`src/hw/rtl/pip_pkg.sv`:
```
`default_nettype none

package pip_pkg;

   localparam int MAX_VERTICES = 32;
   localparam int VIDX_W       = 5;
   localparam int COORD_W      = 16;
   localparam int COUNT_W      = 6;
   localparam int ENTRY_W      = 2 * COORD_W;
   localparam int DIFF_W       = COORD_W + 1;
   localparam int PROD_W       = 2 * DIFF_W;
   localparam int CSR_ADDR_W   = 3;
   localparam int CSR_DATA_W   = 32;

   localparam logic REQ_WRITE = 1'b0;
   localparam logic REQ_QUERY = 1'b1;

   // Register index, taken from the word address bit of paddr.
   localparam logic REG_VERTEX_COUNT = 1'b0;

   typedef struct packed {
      logic valid;
      logic first;
   } rd_ctl_type;

   typedef struct packed {
      logic flip;
      logic busy;
   } edge_stat_type;

endpackage

`default_nettype wire

```
`src/hw/rtl/pip_edge_unit.sv`:
```
`default_nettype none

module pip_edge_unit (
   input  wire logic                                clock,
   input  wire logic                                reset,
   input  wire pip_pkg::rd_ctl_type                 rd_ctl,
   input  wire logic        [pip_pkg::ENTRY_W-1:0]  rd_data,
   input  wire logic signed [pip_pkg::COORD_W-1:0]  px,
   input  wire logic signed [pip_pkg::COORD_W-1:0]  py,
   output pip_pkg::edge_stat_type                   stat
);

   logic        [pip_pkg::ENTRY_W-1:0] prev_ff;
   logic signed [pip_pkg::COORD_W-1:0] x0, y0, x1, y1;
   logic                               above0, above1;

   logic                               e_valid_ff, e_cross_ff, e_above_ff;
   logic signed [pip_pkg::DIFF_W-1:0]  dy1p_ff, dx01_ff, dx1p_ff, dy01_ff;
   logic signed [pip_pkg::DIFF_W-1:0]  dy1p_in, dx01_in, dx1p_in, dy01_in;

   logic                               m_valid_ff, m_above_ff;
   logic signed [pip_pkg::PROD_W-1:0]  lhs_ff, rhs_ff, lhs_in, rhs_in;

   always_comb begin
      x0 = prev_ff[pip_pkg::COORD_W-1:0];
      y0 = prev_ff[pip_pkg::ENTRY_W-1:pip_pkg::COORD_W];
      x1 = rd_data[pip_pkg::COORD_W-1:0];
      y1 = rd_data[pip_pkg::ENTRY_W-1:pip_pkg::COORD_W];
      // A vertex on the point's horizontal line counts as above it.
      above0 = (y0 >= py);
      above1 = (y1 >= py);
      dy1p_in = {y1[pip_pkg::COORD_W-1], y1} - {py[pip_pkg::COORD_W-1], py};
      dx01_in = {x0[pip_pkg::COORD_W-1], x0} - {x1[pip_pkg::COORD_W-1], x1};
      dx1p_in = {x1[pip_pkg::COORD_W-1], x1} - {px[pip_pkg::COORD_W-1], px};
      dy01_in = {y0[pip_pkg::COORD_W-1], y0} - {y1[pip_pkg::COORD_W-1], y1};
      lhs_in  = dy1p_ff * dx01_ff;
      rhs_in  = dx1p_ff * dy01_ff;
   end

   always_ff @(posedge clock) begin
      if (reset) begin
         e_valid_ff <= 1'b0;
         m_valid_ff <= 1'b0;
      end else begin
         // The first read only primes the previous vertex; it forms no edge.
         e_valid_ff <= rd_ctl.valid && !rd_ctl.first;
         m_valid_ff <= e_valid_ff && e_cross_ff;
      end
      if (rd_ctl.valid) begin
         prev_ff <= rd_data;
      end
      e_cross_ff <= (above0 != above1);
      e_above_ff <= above1;
      dy1p_ff    <= dy1p_in;
      dx01_ff    <= dx01_in;
      dx1p_ff    <= dx1p_in;
      dy01_ff    <= dy01_in;
      m_above_ff <= e_above_ff;
      lhs_ff     <= lhs_in;
      rhs_ff     <= rhs_in;
   end

   assign stat.flip = m_valid_ff && ((lhs_ff >= rhs_ff) == m_above_ff);
   assign stat.busy = e_valid_ff || m_valid_ff;

endmodule

`default_nettype wire

```
`config.mk`:
```
export PLATFORM = sky130hd
export DESIGN_NAME = pip_edge_unit
export DESIGN_NICKNAME = d
export VERILOG_FILES = /design/src/hw/rtl/pip_pkg.sv /design/src/hw/rtl/pip_edge_unit.sv
export SDC_FILE = /design/constraint.sdc
export NUM_CORES = 2
export LEC_CHECK = 0
export ABC_CLOCK_PERIOD_IN_PS = 13750
export BUFFER_PORTS_ARGS = -buffer_cell sky130_fd_sc_hd__buf_2
export CAP_MARGIN = 25
export CORE_MARGIN = 2
export CORE_UTILIZATION = 40
export DETAILED_ROUTE_END_ITERATION = 12
export PLACE_DENSITY = 0.56
export SYNTH_ARGS = -nofsm -noshare
export SYNTH_HDL_FRONTEND = slang
export SYNTH_SLANG_ARGS = --single-unit
```
`constraint.sdc`:
```
create_clock -name clock -period 13.75 [get_ports clock]
set_clock_uncertainty 0.2 [all_clocks]
set_input_delay 0 -clock clock [delete_from_list [all_inputs] [get_ports clock]]
set_output_delay 0 -clock clock [all_outputs]
set_load 0.1 [all_outputs]
```
# Yosys cells after proc, flatten, opt, wreduce, memory -nomap -nowiden
# Index checks and enable logic that the tools add are counted.
[totals] word_cells=28 latchBits=0 ram_bits=0 register_bits=173 out_inout_bits=2 input_bits=68 rom_bits=0 n_memories=0
[op_classes] n_eq_ne=2 div_mod_pow=0 order_cmp=3 addsub=4 n_bitwise=0 shifts=0 n_mul=2 muxes=0 reduce_logical=5
[op_table] cell="$mul 17x17->34" n=2
[op_table] cell="$sub 16x16->17" n=4
[op_table] cell="$ge 34x34->1" n=1
[op_table] cell="$ge 16x16->1" n=2
[op_table] cell="$logic_and 1x1->1" n=3
[op_table] cell="$eq 1x1->1" n=1
[op_table] cell="$logic_not 1->1" n=1
[op_table] cell="$logic_or 1x1->1" n=1
[op_table] cell="$ne 1x1->1" n=1

# Depth between registers and ports, before layout
[logic_depth] depth_word=3 depth_mapped=24 mapped_depth_nobuf=23

# Least setup slack after synthesis
# Ideal clock, no wire load.
[synth_path] kind="register -> register" startpoint="register dy1p_ff[16] (netlist name)" endpoint="register lhs_ff[33] (netlist name)" path_buffers=1 synth_period_minus_slack_ns=6.295 arrival_time_ns=6.023 slack_ns=7.455 setup_time_ns=0.072 required_time_ns=13.478 path_stages_with_launch=22 path_cell_list="dfxtp_1 > clkbuf_1 > nand2_1 > inv_1 > fa_1 > fa_1 > fa_1 > fa_1 > fa_1 > inv_1 > fa_1 > inv_1 > ha_1 > nand4_1 > nor2_1 > a31o_1 > a2111oi_0 > o21ai_1 > nor2_1 > o2111ai_1 > a21oi_1 > xnor2_1"
[synth_via] elab_chain_len=1
[synth_rtl] element="start: declaration" line_no="pip_edge_unit.sv:18" text="logic signed [pip_pkg::DIFF_W-1:0] dy1p_ff, dx01_ff, dx1p_ff, dy01_ff;"
[synth_rtl] element="start signal: assignment" line_no="pip_edge_unit.sv:54" text="dy1p_ff <= dy1p_in;"
[synth_rtl] element="$mul 17x17->34" line_no="pip_edge_unit.sv:36" text="lhs_in = dy1p_ff * dx01_ff;"
[synth_rtl] element="via lhs_in (one bit)" line_no="pip_edge_unit.sv:22" text="logic signed [pip_pkg::PROD_W-1:0] lhs_ff, rhs_ff, lhs_in, rhs_in;"
[synth_rtl] element="end signal: assignment" line_no="pip_edge_unit.sv:59" text="lhs_ff <= lhs_in;"
[synth_rtl] element="end: declaration" line_no="pip_edge_unit.sv:22"
# The timed path passes the listed nets, and every way through them passes these cells.
# A chain may end at the register's enable or synchronous reset.

# Worst setup path in the final report
[layout_path] startpoint="register dx01_ff[2] (netlist name)" endpoint="register lhs_ff[33] (netlist name)"
[layout_via] elab_chain_len=1
[layout_rtl] element="start: declaration" line_no="pip_edge_unit.sv:18"
[layout_rtl] element="start signal: assignment" line_no="pip_edge_unit.sv:55" text="dx01_ff <= dx01_in;"
[layout_rtl] element="$mul 17x17->34" line_no="pip_edge_unit.sv:36"
[layout_rtl] element="via lhs_in (one bit)" line_no="pip_edge_unit.sv:22"
# The timed path passes the listed nets, and every way through them passes these cells.

==> reports/summary.md <==
- **CTS clk-pin slew, worst paths** 80 ps
- **HPWL after DPL** 56700 um
- **proportion of synthesized flip-flops having asynchronous set or reset** 0%
- **top achievable clock speed** 0.1440 GHz
- **global placer's final weighted congestion** 0.8284
- **area grow syn2layout** 8.737%
- **number of enable-type register cells in the synthesized netlist** 32
- **antenna violations before repair** 5
- **cell with the largest stage delay on the worst path** sky130_fd_sc_hd__fa_1
- **Pre-antenna DRT Iters** 5
- **post-synthesis instance area** 29730 um2
- **category of the most critical setup path** reg2reg
- **vias in the first global route** 22470
- **post-detailed-route DRC marker count** 0
- **Critical Path Fanout Max** 17
- **Core Box Area** 73330 um2
- **area enclosed by the die boundary** 76520 um2
- **final design instance area without fill** 32330 um2
- **clock latency reported for the late side of the worst-skew pair** 450 ps
- **CTS Buffer Depth** 2
- **count of unique library cells instantiated by Yosys** 68
- **cell count after synthesis** 3135
- **Tot GR Track Use** 18.91%
- **# port buffers** 69
- **CTS-repair resized insts** 0
- **root buf cell** sky130_fd_sc_hd__clkbuf_16
- **number of warning messages in the yosys log** 0
- **CP Data Required Time** 13870 ps
- **crit-path cells** nand2_1 -> inv_1 -> fa_1 -> fa_1 -> fa_1 -> fa_1 -> fa_1 -> inv_1 -> fa_1 -> inv_1 -> ha_1 -> nand4_1 -> nor2_1 -> and2_1 -> nand3_1 -> nor3_1 -> nor2_1 -> o2111ai_1 -> a21oi_1 -> xnor2_1
- **number of flip-flops and latches in the synthesized netlist** 173
- **Hold WC Path Type** in2reg
- **Die Height** 276.6 um
- **number of nets in the layout** 4172
- **delay of the slowest cell on the worst path** 910 ps
- **wire length reported by the detailed router** 68030 um
- **Reg2Reg Capture Point** lhs_ff[33]$_DFF_P_
- **average vias per placed instance** 4.890
- **Final Setup Violations** 0
- **number of cells on the worst reg-to-reg path** 20
- **violations in the final reports** negative hold slack
- **CP startpoint kind** register
- **setup repair after global routing missed its margin** no
- **DR iter-0 viols** 957
- **ratio of cells with drive above 1 in the final layout** 4.265%
- **number of nets with antenna violations after detailed routing** 0
- **TritonCTS clock tree** done
- **prevailing post-synth register cell** sky130_fd_sc_hd__dfxtp_1
- **run status** finished, violations left
- **hold-fix buffers at CTS** 73
- **number of hold-slack violations in the final timing report** 1
- **maximum number of pins on one net before global-route repair** 34
- **Mapped Nets** 4084
- **site row count** 99
- **vias post-DR** 20525
- **worst reg2reg setup slack** 6810 ps
- **count of pins over their slew limit** 0
- **mean instance size in the synthesized netlist** 9.484 um2
- **gr ovfl total** 0
- **CP Capture Type** register
- **effective utilization at floorplan** 40.54%
- **maximum level of the CTS H-tree** 4
- **headroom to the max-slew limit** 33.63%
- **data arrival at the endpoint of the critical path** 7070 ps
- **R2R Path Start** dx01_ff[2]$_DFF_P_
- **termination of the worst setup path** lhs_ff[33]$_DFF_P_
- **FILL cells** 7215
- **transition time at the pin with the least slew margin** 994.2 ps
- **total I/O pin count** 70
- **part of the Yosys area used for sequential elements** 12.73%
- **setup_tns** 0 ps
- **final period demand of the worst path** 6944 ps
- **post-CTS setup-driven buffer insertion count** 0
- **clock net sink count** 173
- **cell type with the highest occurrence count on the critical path** sky130_fd_sc_hd__fa_1
- **width of the die** 276.6 um
- **worst setup path start** dx01_ff[2]$_DFF_P_
- **clock buffers created by TritonCTS** 17
- **Hold Worst Slack** -9.042 ps
- **wire per inst** 16.21 um
- **Final Cycle Share** 50.50%
- **global-route wire length before repair** 116000 um
- **Area after DPL** 31020 um2
- **max-cap viol count** 0
[metal layers]
layer	part of all wire (%)	track usage, %
met1	46	25.82
met2	49	32.76
met3	2.9	2.025
met4	1.5	3.498
met5	0.035	0
[cells in the mapped netlist (33+ instances only)]
library cell               number  share of area [%]
sky130_fd_sc_hd__a21o_1        43                1.1
sky130_fd_sc_hd__a21oi_1       78                1.3
sky130_fd_sc_hd__and2_1       296                6.2
sky130_fd_sc_hd__clkbuf_1      76               0.96
sky130_fd_sc_hd__dfxtp_1      141                9.5
sky130_fd_sc_hd__fa_1         596                 40
sky130_fd_sc_hd__ha_1         285                 12
sky130_fd_sc_hd__inv_1        730                9.2
sky130_fd_sc_hd__nand2_1      303                3.8
sky130_fd_sc_hd__nor2_1       107                1.4
sky130_fd_sc_hd__nor3_1        33               0.56
sky130_fd_sc_hd__xnor2_1       98                2.9
[worst min-delay path by stage]
stage               from                    end  slack [ps]  cells after the start
6_report           px[7]     dx1p_ff[7]$_DFF_P_          -9                      4
5_1_grt            px[7]     dx1p_ff[7]$_DFF_P_           3                      4
4_1_cts            px[7]     dx1p_ff[7]$_DFF_P_           5                      4
3_5_place_dp   rd_ctl[0]  e_valid_ff$_SDFF_PP0_         -40                      2
3_3_place_gp   rd_ctl[0]  e_valid_ff$_SDFF_PP0_         -30                      2
2_1_floorplan      reset  m_valid_ff$_SDFF_PP0_        -130                      1
[worst max-delay path, delay by kind of cell, from the launching register on]
| kind | cells | cell delay, ps |
|---|---|---|
| compound gates | 2 | 340 |
| xor+xnor | 1 | 120 |
| fa+ha+maj | 7 | 3830 |
| buf+inv | 3 | 250 |
| flops | 1 | 740 |
| simple gates | 7 | 1300 |
[kinds of logic after synthesis]
family,synth area share [%]
adder cells (fa/ha/maj),52.13
AND/OR/NAND/NOR,14.61
buffers and inverters,10.20
AO/OA/AOI/OAI,6.910
flip-flops,12.73
XOR/XNOR,3.358
multiplexers,0.06734
[registers in the layout, summed over array words and instances (netlist names)]
register / flops
m_valid_ff: 1
e_cross_ff: 1
m_above_ff: 1
dx01_ff: 17
lhs_ff: 34
rhs_ff: 34
dx1p_ff: 17
e_above_ff: 1
dy01_ff: 17
dy1p_ff: 17
e_valid_ff: 1
prev_ff: 32
[through the flow]
stage	util [%]	setup slack [ps]	cells
final	44.09	6806	4197
after global routing	44.08	6393	4196
after CTS	44.08	6829	4195
after detailed placement	42.30	6863	4090
after global placement	42.30	7001	4090
after floorplan	-	7455	3135
[final cells by class]
class,count,area (um2),area share [%]
Tap cell,959,1200,3.712
Sequential cell,173,3784,11.70
Multi-Input combinational cell,2154,22910,70.88
Clock inverter,15,146.4,0.4528
Timing Repair Buffer,147,1114,3.445
Antenna cell,2,5.005,0.01548
Inverter,730,2740,8.476
Clock buffer,17,425.4,1.316
[cells in the final DEF, fill, tap and decap left out, types with 8 or more instances in the layout]
cell type                         n
sky130_fd_sc_hd__dfxtp_1        141
sky130_fd_sc_hd__buf_2           69
sky130_fd_sc_hd__edfxtp_1        32
sky130_fd_sc_hd__and3_1          12
sky130_fd_sc_hd__nand2b_1        19
sky130_fd_sc_hd__or3_1           12
sky130_fd_sc_hd__inv_1          730
sky130_fd_sc_hd__a21boi_1         8
sky130_fd_sc_hd__o21ai_0         30
sky130_fd_sc_hd__xor2_1          16
sky130_fd_sc_hd__clkbuf_16       17
sky130_fd_sc_hd__nor2b_1         24
sky130_fd_sc_hd__nand2_1        303
sky130_fd_sc_hd__and2_1         296
sky130_fd_sc_hd__nand4_1         16
sky130_fd_sc_hd__a21o_1          43
sky130_fd_sc_hd__a211oi_1        10
sky130_fd_sc_hd__fa_1           596
sky130_fd_sc_hd__nor3_1          33
sky130_fd_sc_hd__o21ai_1         23
sky130_fd_sc_hd__o21a_1          21
sky130_fd_sc_hd__dlygate4sd3_1   73
sky130_fd_sc_hd__ha_1           285
sky130_fd_sc_hd__a21oi_1         78
sky130_fd_sc_hd__nand3_1         24
sky130_fd_sc_hd__o21bai_1         9
sky130_fd_sc_hd__xnor2_1         98
sky130_fd_sc_hd__nor2_1         107
Power is not shown: default switching activity piles up to over one toggle a cycle in this logic, so the estimate is an artifact.
